<file path="config.mk">
export PLATFORM = sky130hd
export DESIGN_NAME = command_packet_queue_with_retry_unit
export DESIGN_NICKNAME = d
export VERILOG_FILES = /design/src/hdl/cpq_pkg.sv /design/src/hdl/command_packet_queue_with_retry_unit.sv /design/src/hdl/cpq_ram.sv /design/src/hdl/cpq_ctrl.sv /design/src/hdl/cpq_obuf.sv
export SDC_FILE = /design/constraint.sdc
export NUM_CORES = 2
export LEC_CHECK = 0
export ABC_CLOCK_PERIOD_IN_PS = 90700
export BUFFER_PORTS_ARGS = -buffer_cell sky130_fd_sc_hd__buf_2
export CAP_MARGIN = 25
export CORE_MARGIN = 2
export CORE_UTILIZATION = 40
export CTS_CLUSTER_SIZE = 25
export DETAILED_ROUTE_END_ITERATION = 12
export GPL_TIMING_DRIVEN = 0
export HOLD_SLACK_MARGIN = 0.03
export PLACE_DENSITY = 0.64
export RECOVER_POWER = 50
export SETUP_SLACK_MARGIN = 0.15
export SKIP_LAST_GASP = 1
export SYNTH_ARGS = -nofsm -noshare
export SYNTH_HDL_FRONTEND = slang
export SYNTH_SLANG_ARGS = --single-unit
</file>
<file path="constraint.sdc">
create_clock -name clk -period 90.7 [get_ports clk]
set_clock_uncertainty 0.1 [all_clocks]
set_input_delay 9.07 -clock clk [delete_from_list [all_inputs] [get_ports clk]]
set_output_delay 9.07 -clock clk [all_outputs]
set_load 0.005 [all_outputs]
</file>
<file path="src/hdl/cpq_pkg.sv">
// Shared types, constants and helpers for the command packet queue.
package cpq_pkg;

    localparam int QUEUE_DEPTH      = 8;
    localparam int MAX_PACKET_BYTES = 32;
    localparam int NUM_WORDS        = 4;
    localparam int WORD_W           = 64;
    localparam int LEN_W            = 6;
    localparam int SRC_W            = 16;
    localparam int CTR_W            = 32;
    localparam int FILL_W           = 4;
    localparam int PTR_W            = $clog2(QUEUE_DEPTH);
    localparam int CNT_W            = $clog2(QUEUE_DEPTH + 1);

    typedef enum logic [1:0] {
        REQ_PUSH     = 2'd0,
        REQ_TAKE     = 2'd1,
        REQ_COMPLETE = 2'd2,
        REQ_CLEAR    = 2'd3
    } req_t;

    typedef enum logic [1:0] {
        OUTC_SENT    = 2'd0,
        OUTC_NOT_YET = 2'd1,
        OUTC_FAILED  = 2'd2
    } outcome_t;

    typedef enum logic [3:0] {
        STAT_PUSHED   = 4'd0,
        STAT_EVICTED  = 4'd1,
        STAT_REJECTED = 4'd2,
        STAT_ISSUED   = 4'd3,
        STAT_NOTHING  = 4'd4,
        STAT_SENT     = 4'd5,
        STAT_HELD     = 4'd6,
        STAT_DROPPED  = 4'd7,
        STAT_CLEARED  = 4'd8,
        STAT_IGNORED  = 4'd9
    } status_t;

    typedef enum logic {
        FSM_IDLE = 1'b0,
        FSM_EXEC = 1'b1
    } fsm_t;

    typedef logic [NUM_WORDS-1:0][WORD_W-1:0] payload_t;

    // One stored packet: queue entry and hold slot share this layout
    typedef struct packed {
        logic [LEN_W-1:0] len;
        logic [SRC_W-1:0] src;
        payload_t         word;
    } entry_t;

    typedef struct packed {
        logic [1:0]       req;
        payload_t         word;
        logic [LEN_W-1:0] len;
        logic [SRC_W-1:0] src;
        logic             link;
        logic [1:0]       outcome;
    } item_t;

    typedef struct packed {
        status_t           status;
        payload_t          word;
        logic [LEN_W-1:0]  length;
        logic [SRC_W-1:0]  source;
        logic              long_path;
        logic [FILL_W-1:0] fill;
        logic [CTR_W-1:0]  ovf_cnt;
        logic [CTR_W-1:0]  inv_cnt;
        logic [CTR_W-1:0]  fail_cnt;
    } res_t;

    // Keep bytes below len in word w, zero the rest
    function automatic logic [WORD_W-1:0] word_mask(input logic [LEN_W-1:0] len,
                                                    input int w);
        logic [WORD_W-1:0] m;
        m = '0;
        for (int b = 0; b < WORD_W / 8; b++) begin
            m[b*8 +: 8] = (int'(len) > w * (WORD_W / 8) + b) ? 8'hFF : 8'h00;
        end
        return m;
    endfunction

    function automatic logic [PTR_W-1:0] ptr_inc(input logic [PTR_W-1:0] p);
        return (p == PTR_W'(QUEUE_DEPTH - 1)) ? '0 : p + PTR_W'(1);
    endfunction

endpackage

</file>
<file path="src/hdl/command_packet_queue_with_retry_unit.sv">
// Command packet queue with retry: top level.
//
// Input channel (in_valid / in_stall) carries one request transaction: push,
// take, completion or clear, with payload words, length, source id, link
// state and outcome. Output channel (out_valid / out_stall) returns exactly
// one result transaction per request: status, issued packet fields, fill
// level and the three drop counters.
// cfg_wr_en / cfg_wr_data write the long-path source id; write it only while
// the block is idle.
// A request is accepted in the idle state and executed in the execute state
// that follows; its result moves into the output register when it commits. The
// block takes no new request until the last result has been committed, and the
// queue memory is read at acceptance.
// Reset empties the queue and the hold slot, zeroes the counters and the
// long-path id; the queue memory itself is not cleared.
// While the receiver stalls, the result holds in the output register; the
// next request still executes and then waits, and in_stall stays high until
// its result can move into the output register.
module command_packet_queue_with_retry_unit (
    input  logic        clk,
    input  logic        rst_n,
    input  logic        in_valid,
    output logic        in_stall,
    input  logic [1:0]  req_type,
    input  logic [63:0] data_word0,
    input  logic [63:0] data_word1,
    input  logic [63:0] data_word2,
    input  logic [63:0] data_word3,
    input  logic [5:0]  byte_count,
    input  logic [15:0] source_id,
    input  logic        link_up,
    input  logic [1:0]  outcome,
    input  logic        cfg_wr_en,
    input  logic [15:0] cfg_wr_data,
    output logic        out_valid,
    input  logic        out_stall,
    output logic [3:0]  status,
    output logic [63:0] out_word0,
    output logic [63:0] out_word1,
    output logic [63:0] out_word2,
    output logic [63:0] out_word3,
    output logic [5:0]  out_length,
    output logic [15:0] out_source,
    output logic        use_long_path,
    output logic [3:0]  fill_level,
    output logic [31:0] overflow_drops,
    output logic [31:0] invalid_drops,
    output logic [31:0] fail_drops
);
    import cpq_pkg::*;

    logic [15:0]      long_path_reg;
    item_t            item;
    res_t             res;
    res_t             out_res;
    logic             res_valid;
    logic             res_ready;
    logic             ram_rd_en;
    logic [PTR_W-1:0] ram_rd_addr;
    entry_t           ram_rd_data;
    logic             ram_wr_en;
    logic [PTR_W-1:0] ram_wr_addr;
    entry_t           ram_wr_data;

    always_ff @(posedge clk or negedge rst_n)
    begin
        if (!rst_n)
        begin
            long_path_reg <= '0;
        end
        else if (cfg_wr_en)
        begin
            long_path_reg <= cfg_wr_data;
        end
    end

    always_comb
    begin
        item.req     = req_type;
        item.word[0] = data_word0;
        item.word[1] = data_word1;
        item.word[2] = data_word2;
        item.word[3] = data_word3;
        item.len     = byte_count;
        item.src     = source_id;
        item.link    = link_up;
        item.outcome = outcome;
    end

    cpq_ram #(
        .WIDTH ($bits(entry_t)),
        .DEPTH (QUEUE_DEPTH)
    ) u_ram (
        .clk     (clk),
        .wr_en   (ram_wr_en),
        .wr_addr (ram_wr_addr),
        .wr_data (ram_wr_data),
        .rd_en   (ram_rd_en),
        .rd_addr (ram_rd_addr),
        .rd_data (ram_rd_data)
    );

    cpq_ctrl u_ctrl (
        .clk          (clk),
        .rst_n        (rst_n),
        .item_valid   (in_valid),
        .item_stall   (in_stall),
        .item         (item),
        .long_path_id (long_path_reg),
        .res_valid    (res_valid),
        .res_ready    (res_ready),
        .res          (res),
        .ram_rd_en    (ram_rd_en),
        .ram_rd_addr  (ram_rd_addr),
        .ram_rd_data  (ram_rd_data),
        .ram_wr_en    (ram_wr_en),
        .ram_wr_addr  (ram_wr_addr),
        .ram_wr_data  (ram_wr_data)
    );

    cpq_obuf u_obuf (
        .clk       (clk),
        .rst_n     (rst_n),
        .res_valid (res_valid),
        .res_ready (res_ready),
        .res       (res),
        .out_valid (out_valid),
        .out_stall (out_stall),
        .out_res   (out_res)
    );

    assign status         = out_res.status;
    assign out_word0      = out_res.word[0];
    assign out_word1      = out_res.word[1];
    assign out_word2      = out_res.word[2];
    assign out_word3      = out_res.word[3];
    assign out_length     = out_res.length;
    assign out_source     = out_res.source;
    assign use_long_path  = out_res.long_path;
    assign fill_level     = out_res.fill;
    assign overflow_drops = out_res.ovf_cnt;
    assign invalid_drops  = out_res.inv_cnt;
    assign fail_drops     = out_res.fail_cnt;

endmodule

</file>
<file path="src/hdl/cpq_ram.sv">
// Generic single-port-write, single-port-read RAM with registered read data.
module cpq_ram #(
    parameter int WIDTH = 8,
    parameter int DEPTH = 8,
    localparam int AW   = $clog2(DEPTH)
) (
    input  logic             clk,
    input  logic             wr_en,
    input  logic [AW-1:0]    wr_addr,
    input  logic [WIDTH-1:0] wr_data,
    input  logic             rd_en,
    input  logic [AW-1:0]    rd_addr,
    output logic [WIDTH-1:0] rd_data
);

    logic [WIDTH-1:0] mem [DEPTH];

    always_ff @(posedge clk)
    begin
        if (wr_en)
        begin
            mem[wr_addr] <= wr_data;
        end
    end

    always_ff @(posedge clk)
    begin
        if (rd_en)
        begin
            rd_data <= mem[rd_addr];
        end
    end

endmodule

</file>
<file path="src/hdl/cpq_ctrl.sv">
// Queue sequencer: pointers, hold slot, drop counters and result formation.
module cpq_ctrl (
    input  logic                  clk,
    input  logic                  rst_n,
    input  logic                  item_valid,
    output logic                  item_stall,
    input  cpq_pkg::item_t        item,
    input  logic [15:0]           long_path_id,
    output logic                  res_valid,
    input  logic                  res_ready,
    output cpq_pkg::res_t         res,
    output logic                  ram_rd_en,
    output logic [cpq_pkg::PTR_W-1:0] ram_rd_addr,
    input  cpq_pkg::entry_t       ram_rd_data,
    output logic                  ram_wr_en,
    output logic [cpq_pkg::PTR_W-1:0] ram_wr_addr,
    output cpq_pkg::entry_t       ram_wr_data
);
    import cpq_pkg::*;

    fsm_t             state_reg, state_next;
    item_t            item_reg;
    logic [PTR_W-1:0] rp_reg, rp_next;
    logic [PTR_W-1:0] wp_reg, wp_next;
    logic [CNT_W-1:0] count_reg, count_next;
    entry_t           held_reg, held_next;
    logic             held_valid_reg, held_valid_next;
    logic [CTR_W-1:0] ovf_reg, ovf_next;
    logic [CTR_W-1:0] inv_reg, inv_next;
    logic [CTR_W-1:0] fail_reg, fail_next;

    logic   accept;
    logic   commit;
    logic   push_ok;
    entry_t iss;
    entry_t pushed;

    assign accept = item_valid && (state_reg == FSM_IDLE);

    // The queue head is read at acceptance, so its data is ready in the execute cycle
    assign ram_rd_en   = (state_reg == FSM_IDLE);
    assign ram_rd_addr = rp_reg;

    always_comb
    begin
        for (int w = 0; w < NUM_WORDS; w++) begin
            pushed.word[w] = item_reg.word[w] & word_mask(item_reg.len, w);
        end
        pushed.len = item_reg.len;
        pushed.src = item_reg.src;
    end

    assign iss = held_valid_reg ? held_reg : ram_rd_data;

    always_comb
    begin
        state_next      = state_reg;
        item_stall      = (state_reg != FSM_IDLE);
        res_valid       = (state_reg == FSM_EXEC);
        commit          = res_valid && res_ready;
        rp_next         = rp_reg;
        wp_next         = wp_reg;
        count_next      = count_reg;
        held_next       = held_reg;
        held_valid_next = held_valid_reg;
        ovf_next        = ovf_reg;
        inv_next        = inv_reg;
        fail_next       = fail_reg;
        push_ok         = 1'b0;
        res             = '0;
        res.status      = STAT_IGNORED;

        case (req_t'(item_reg.req))
            REQ_PUSH:
            begin
                if (item_reg.len == '0 || item_reg.len > LEN_W'(MAX_PACKET_BYTES))
                begin
                    inv_next   = inv_reg + CTR_W'(1);
                    res.status = STAT_REJECTED;
                end
                else
                begin
                    push_ok    = 1'b1;
                    res.status = STAT_PUSHED;
                    wp_next    = ptr_inc(wp_reg);
                    if (count_reg == CNT_W'(QUEUE_DEPTH))
                    begin
                        // drop oldest, count stays at full
                        rp_next    = ptr_inc(rp_reg);
                        ovf_next   = ovf_reg + CTR_W'(1);
                        res.status = STAT_EVICTED;
                    end
                    else
                    begin
                        count_next = count_reg + CNT_W'(1);
                    end
                end
            end
            REQ_TAKE:
            begin
                if (item_reg.link)
                begin
                    if (held_valid_reg || count_reg != '0)
                    begin
                        if (!held_valid_reg)
                        begin
                            held_next       = ram_rd_data;
                            held_valid_next = 1'b1;
                            rp_next         = ptr_inc(rp_reg);
                            count_next      = count_reg - CNT_W'(1);
                        end
                        res.status    = STAT_ISSUED;
                        res.word      = iss.word;
                        res.length    = iss.len;
                        res.source    = iss.src;
                        res.long_path = (iss.src == long_path_id);
                    end
                    else
                    begin
                        res.status = STAT_NOTHING;
                    end
                end
            end
            REQ_COMPLETE:
            begin
                if (held_valid_reg)
                begin
                    case (item_reg.outcome)
                        OUTC_SENT:
                        begin
                            held_valid_next = 1'b0;
                            res.status      = STAT_SENT;
                        end
                        OUTC_NOT_YET:
                        begin
                            res.status = STAT_HELD;
                        end
                        OUTC_FAILED:
                        begin
                            held_valid_next = 1'b0;
                            fail_next       = fail_reg + CTR_W'(1);
                            res.status      = STAT_DROPPED;
                        end
                        default:
                        begin
                            res.status = STAT_IGNORED;
                        end
                    endcase
                end
            end
            REQ_CLEAR:
            begin
                held_valid_next = 1'b0;
                res.status      = STAT_CLEARED;
            end
            default:
            begin
                res.status = STAT_IGNORED;
            end
        endcase

        res.fill     = FILL_W'(count_next);
        res.ovf_cnt  = ovf_next;
        res.inv_cnt  = inv_next;
        res.fail_cnt = fail_next;

        case (state_reg)
            FSM_IDLE:
            begin
                if (item_valid)
                begin
                    state_next = FSM_EXEC;
                end
            end
            FSM_EXEC:
            begin
                if (res_ready)
                begin
                    state_next = FSM_IDLE;
                end
            end
            default:
            begin
                state_next = FSM_IDLE;
            end
        endcase
    end

    assign ram_wr_en   = commit && push_ok;
    assign ram_wr_addr = wp_reg;
    assign ram_wr_data = pushed;

    always_ff @(posedge clk or negedge rst_n)
    begin
        if (!rst_n)
        begin
            state_reg <= FSM_IDLE;
        end
        else
        begin
            state_reg <= state_next;
        end
    end

    always_ff @(posedge clk or negedge rst_n)
    begin
        if (!rst_n)
        begin
            rp_reg         <= '0;
            wp_reg         <= '0;
            count_reg      <= '0;
            held_valid_reg <= 1'b0;
            ovf_reg        <= '0;
            inv_reg        <= '0;
            fail_reg       <= '0;
        end
        else if (commit)
        begin
            rp_reg         <= rp_next;
            wp_reg         <= wp_next;
            count_reg      <= count_next;
            held_valid_reg <= held_valid_next;
            ovf_reg        <= ovf_next;
            inv_reg        <= inv_next;
            fail_reg       <= fail_next;
        end
    end

    always_ff @(posedge clk)
    begin
        if (accept)
        begin
            item_reg <= item;
        end
        if (commit)
        begin
            held_reg <= held_next;
        end
    end

    a_count_range: assert property (@(posedge clk) disable iff (!rst_n)
        count_reg <= CNT_W'(QUEUE_DEPTH))
        else $error("entry count above queue depth");

    a_ptr_match: assert property (@(posedge clk) disable iff (!rst_n)
        (count_reg == '0 || count_reg == CNT_W'(QUEUE_DEPTH)) |-> (rp_reg == wp_reg))
        else $error("pointers disagree with empty or full count");

    a_issue_holds: assert property (@(posedge clk) disable iff (!rst_n)
        (commit && res.status == STAT_ISSUED) |=> held_valid_reg)
        else $error("issued packet not kept in hold slot");

    a_reject_count: assert property (@(posedge clk) disable iff (!rst_n)
        (commit && res.status == STAT_REJECTED) |=> (inv_reg == $past(inv_reg) + CTR_W'(1)))
        else $error("rejected push not counted");

endmodule

</file>
<file path="src/hdl/cpq_obuf.sv">
// One-entry output register between the sequencer and the result channel.
module cpq_obuf (
    input  logic          clk,
    input  logic          rst_n,
    input  logic          res_valid,
    output logic          res_ready,
    input  cpq_pkg::res_t res,
    output logic          out_valid,
    input  logic          out_stall,
    output cpq_pkg::res_t out_res
);
    import cpq_pkg::*;

    logic valid_reg, valid_next;
    res_t data_reg;

    assign res_ready  = !valid_reg || !out_stall;
    assign valid_next = (res_valid && res_ready) || (valid_reg && out_stall);

    always_ff @(posedge clk or negedge rst_n)
    begin
        if (!rst_n)
        begin
            valid_reg <= 1'b0;
        end
        else
        begin
            valid_reg <= valid_next;
        end
    end

    always_ff @(posedge clk)
    begin
        if (res_valid && res_ready)
        begin
            data_reg <= res;
        end
    end

    assign out_valid = valid_reg;
    assign out_res   = data_reg;

endmodule

</file>
### After elaboration in Yosys (flattened, before gate mapping)

Memories as Yosys holds them, arrays and structs flattened. A register that Yosys moved wholly into a read port is not among the register bits.
Cells that the tools add are included.

| cells by class | value |
|---|---|
| add/sub/neg operators | 7 |
| reduce and logical (&&, ||, !) cells | 23 |
| bitwise gates (word level) | 6 |
| equal/unequal tests | 14 |
| multipliers | 0 |
| divide/modulo/power cells | 0 |
| mux-type cells | 75 |
| order comparisons | 33 |
| shifts and indexed selects | 0 |

Operator list:

| kind | count |
|---|---|
| 283-bit two-way mux | 1 |
| 279-bit two-way mux | 1 |
| 278-bit two-way mux | 1 |
| 64-bit AND | 4 |
| 32-bit two-way mux | 8 |
| 8-bit two-way mux | 32 |
| 32-bit by 1-bit adder with 32-bit output, second input constant | 3 |
| 6-bit by 5-bit > comparator with 1-bit output, second input constant | 16 |
| 6-bit by 4-bit > comparator with 1-bit output, second input constant | 8 |
| 4-bit two-way mux | 7 |
| 6-bit by 3-bit > comparator with 1-bit output, second input constant | 4 |
| 3-bit two-way mux | 8 |
| 16-bit equality test | 1 |
| 4-bit case mux with 4 select lines | 1 |
| 6-bit by 1-bit > comparator with 1-bit output, second input constant | 2 |
| 6-bit by 2-bit > comparator with 1-bit output, second input constant | 2 |
| 4-bit case mux with 3 select lines | 1 |
| 1-bit two-way mux | 11 |
| 4-bit case mux with 2 select lines | 1 |
| 4-bit AND reduction | 2 |
| 7-bit AND reduction | 1 |
| 3-bit by 1-bit adder with 3-bit output, second input constant | 2 |
| 2-bit equality test, second input constant | 3 |
| 3-bit equality test, second input constant | 2 |
| 21 further kinds | 36 |

| storage, ports and cells | value |
|---|---|
| bits in latches | 0 |
| memories | 1 |
| input port bits | 304 |
| register bits | 1069 |
| word-level logic and storage cells | 196 |
| memory bits (writable) | 2224 |
| output and inout bits | 385 |
| ROM bits | 0 |

Memories:

| memory | words | width | read ports | clocked after Yosys merged registers in | write ports | line | source |
|---|---|---|---|---|---|---|---|
| u_ram.mem | 8 | 278 | 1 | 1 | 1 | cpq_ram.sv:16 | `logic [WIDTH-1:0] mem [DEPTH];` |

### Depth between registers and ports, before layout

| logic depth | value |
|---|---|
| depth after elaboration | 7 |
| gate-level depth with buffers | 9 |
| depth with buffers taken out | 7 |

### Cells and area by module

Synthesis repeated with hierarchy kept, for this count alone.

| unflattened totals | value |
|---|---|
| cell total of the unflattened synthesis | 6268 |
| area, all modules | 135831.5 sq um |

Modules (own cells, without submodules):

| module | seq. area each (sq um) | times used | area each (sq um) | cells an instance |
|---|---|---|---|---|
| cpq_ram | 75132.1 | 1 | 92264.7 | 3504 |
| cpq_ctrl | 19548.7 | 1 | 31368.8 | 2343 |
| cpq_obuf | 11526.1 | 1 | 11548.6 | 387 |
| command_packet_queue_with_retry_unit | 400.4 | 1 | 649.4 | 34 |

### Worst setup path after synthesis

No wires, ideal clock.

| timing | value |
|---|---|
| path kind | input port to flip-flop |
| from | in out_stall |
| to | mem u_ram.mem[0][0] in the netlist's numbering (enable) |
| required time | 89.005 ns |
| cell stages on the path | 6 |
| path buffers | 1 |
| setup time | 1.595 ns |
| data arrival time | 36.045 ns |
| path slack | 52.960 ns |
| path through | a21bo_2 > inv_2 > nand2_1 > or3_1 > clkbuf_1 > nor4_1 |

| on the way | value |
|---|---|
| word-level cells in the longest chain between the ends | 6 |

Ends and longest elaborated chain:

| item | line | source |
|---|---|---|
| from (decl) | command_packet_queue_with_retry_unit.sv:36 | `input logic out_stall,` |
| 1-bit zero test | cpq_obuf.sv:17 | `assign res_ready = !valid_reg \|\| !out_stall;` |
| 1-bit logical OR | cpq_obuf.sv:17 |  |
| 1-bit logical AND | cpq_ctrl.sv:60 | `commit = res_valid && res_ready;` |
| 1-bit logical AND | cpq_ctrl.sv:189 | `assign ram_wr_en = commit && push_ok;` |
| 1-bit two-way mux | cpq_ram.sv:20 | `if (wr_en)` |
| 1-bit two-way mux (implied by the code) | cpq_ram.sv:22 | `mem[wr_addr] <= wr_data;` |
| to (decl) | cpq_ram.sv:16 |  |

No other way between the ends.

### Worst setup path after layout

| timing | value |
|---|---|
| from | in out_stall |
| to | mem u_ram.mem[0][179] in the netlist's numbering (enable) |

Same word-level chain as after synthesis.

==> results.cfg <==
[setup_path]
cpMostUsedCell = buf_4
cp.required_ns = 91.23
crit_family = buffers and inverters
path_cells = buf_2 -> a21bo_2 -> inv_2 -> nand2_1 -> or3_1 -> clkbuf_1 -> nor4_2 -> buf_4 -> buf_4 -> buf_4 -> buf_4 -> buf_4 -> buf_4 -> buf_4 -> buf_4 -> buf_4 -> buf_6
crit_path_end_kind = flop
crit_type = input pin to flop
start_kind = input pin
worst_path_largest_cell_delay_ns = 0.83
cp_max_fo = 9
cp_slowest_cell = nor4_2
cp_data_arrival_time_ns = 13.29
crit_buf_inv = 13

[timing]
setup_slack_ns = 77.94
worstMarginPinSlew_ns = 6.77
slew_violations = 485
rsz0062_at_grt = no
period_minus_slack_ns = 12.76
hold_viol = 0
fmax_mhz = 78.4
relSlewSlack_pct = -351
setup_viol = 0
setup_tns_ns = 0
hold-worst-slack_ns = 0.388
finalCritPeriodShare_pct = 14.1

[power_and_ir_drop]
p_total_w = 0.00486
leakage_nw = 53.3
p_per_area_nw_per_um2 = 30.2
ir_drop_v = 0.0000198

[run]
maxCapViolCount = 20

[clocking]
clk_latency_ns = 0.97
cts_tree = done
post-cts-setup-buffers = 0
numCtsBuffers = 372
clock_path_buffers = 4
ctsHoldBuffers = 0
cts-root-buf = clkbuf_16
clock-sinks = 3571
htreeDepth = 5
clk_pin_slew_ns = 0.06
cts.repair.resized = 0

[global_routing]
antenna_found_initial = 37
grt_max_degree = 89
grt_usage_pct = 19.3
grt_overflow = 0
grt_first_pass_wirelength_um = 475000
grt_pass1_vias = 67100

[die]
fp.dieH_um = 584
rows = 213
initial_utilization_pct = 40.1
die_w_um = 584
core_area_um2 = 336000
io_pins = 689
dieArea_um2 = 342000

[route]
drc = 0
wl_per_cell_um = 26.7
wl_um = 335000
ant_nets = 1
drtIter0Drc = 5411
vias = 64900
drt_first_pass_iters = 7
viasPerCell = 5.17

[logic_synthesis]
synth_nets = 6576
avgSynthCellArea_um2 = 21.5
synth_warnings = 0
synth_cell_type_count = 67
ys_seq_area_share_pct = 79.1
synth_edf_count = 3446
ys_ff_latch = 3571
ys.flop_type = edfxtp_1
syn-cell-area_um2 = 135000
async_flop_share_pct = 3.50
syn_inst = 6258

[place]
port_buffers = 687
dpl_cell_area_um2 = 149000
dp_hpwl_um = 231000
pre_cts_ws_ns = 76.98
gp_congestion = 0.796

[cells_and_area]
design_area_um2 = 161000
regMostFlops = u_ram.mem
syn2layout_area_growth_pct = 19.3
fill_cells = 27400
fin_nets = 8002
largest_reg_flops = 2224
drive_above_1_share_pct = 30.7

[worst_hold_path]
hold_path.class = flop to flop

[run_status]
violations = antenna violations, max-capacitance violations, max-slew violations
status = finished, violations left
==> layout make-up <==
cell class / instances / area (µm²) / share of cell area, %
sequential: 3571 / 107000 / 66.3
multi-input combinational: 2371 / 27000 / 16.8
buffer: 277 / 1070 / 0.665
clock buffer: 449 / 9730 / 6.05
antenna: 23 / 57.6 / 0.0358
timing repair buffer: 1052 / 7980 / 4.96
inverter: 39 / 148 / 0.0918
clock inverter: 239 / 2590 / 1.61
tap: 4515 / 5650 / 3.51
==> power by group <==
part           switching, W  leakage, nW  internal (W)  total, W
logic              0.000610         13.9      0.000494   0.00110
clock network      0.000650         5.98      0.000876   0.00153
registers         0.0000790         33.4       0.00215   0.00223
==> cell usage after synthesis, drive strengths merged, types with 3 or more instances <==
library cell	number	area, µm²
nor4	27	199
a211oi	5	62.6
xor2	101	885
nor3	56	285
inv	39	146
or3	9	61.3
nor4b	3	26.3
mux2	561	6320
nor2	110	415
o21a	4	37.5
and2	111	694
ha	14	175
o2111ai	3	26.3
and3	11	68.8
nand4	43	305
or4	4	33.8
nor2b	420	2630
dfrtp	125	3130
mux2i	17	170
edfxtp	3446	103000
mux4	556	12500
o21ai	10	61.3
xnor2	103	902
nand3	43	215
a21o	6	45.0
a211o	4	35.0
buf	111	454
nand2b	11	68.8
nand2	82	310
or2	9	56.3
clkbuf	166	624
and4	4	35.0
a21oi	23	115
==> worst paths after layout <==
check / slack [ns] / end / startpoint / cells past startpoint
max reg2reg: 78.95 / u_ram.rd_data[199]$_DFFE_PN_ / u_ctrl.item_stall$_DFF_PN0_ / 3
min reg2reg: 0.39 / u_ctrl.inv_reg[31]$_DFFE_PN0P_ / u_ctrl.inv_reg[31]$_DFFE_PN0P_ / 1
min in group asynchronous: 9.54 / u_ctrl.ovf_reg[29]$_DFFE_PN0P_ / rst_n / 1
min: 0.39 / u_ctrl.inv_reg[31]$_DFFE_PN0P_ / u_ctrl.inv_reg[31]$_DFFE_PN0P_ / 1
max: 77.94 / u_ram.mem[0][179]$_DFFE_PP_ / out_stall / 17
max in group asynchronous: 78.51 / u_ctrl.fail_reg[4]$_DFFE_PN0P_ / rst_n / 1
==> cell usage in the layout, fill, tap and decap left out, types with 125 or more instances in the layout <==
| master | count |
|---|---|
| edfxtp_1 | 3446 |
| buf_2 | 603 |
| mux4_2 | 556 |
| nor2b_1 | 419 |
| clkbuf_16 | 376 |
| mux2_2 | 375 |
| clkbuf_1 | 372 |
| mux2_1 | 186 |
| buf_6 | 135 |
| dfrtp_1 | 125 |
==> routing by layer <==
layer / part of all wire (%) / vias to the layer above / global-route usage [%]
met5: 0.0051 / - / 0
met4: 2.9 / 2 / 5.45
met3: 5.4 / 440 / 2.77
met2: 49 / 1965 / 32.1
met1: 42 / 34400 / 26.4
li1: - / 28000 / -
==> cells by family (layout without fill, tap and decap cells) <==
logic type / after synthesis / after routing / synth area share [%]
flops: 3571 / 3571 / 79.1
mux: 1134 / 1134 / 14.1
simple gates: 949 / 949 / 4.05
buf+inv: 316 / 2056 / 0.909
xor+xnor: 204 / 204 / 1.33
compound gates: 70 / 70 / 0.388
fa+ha+maj: 14 / 14 / 0.130
other cells: 0 / 23 / 0
==> stage by stage <==
step	util [%]	cells
floorplan	-	6258
global placement	42.8	11500
detailed placement	44.2	11800
CTS	47.9	12500
global route	47.8	12500
finish	47.8	12500
Note: power is estimated with default switching activity, not from simulation.
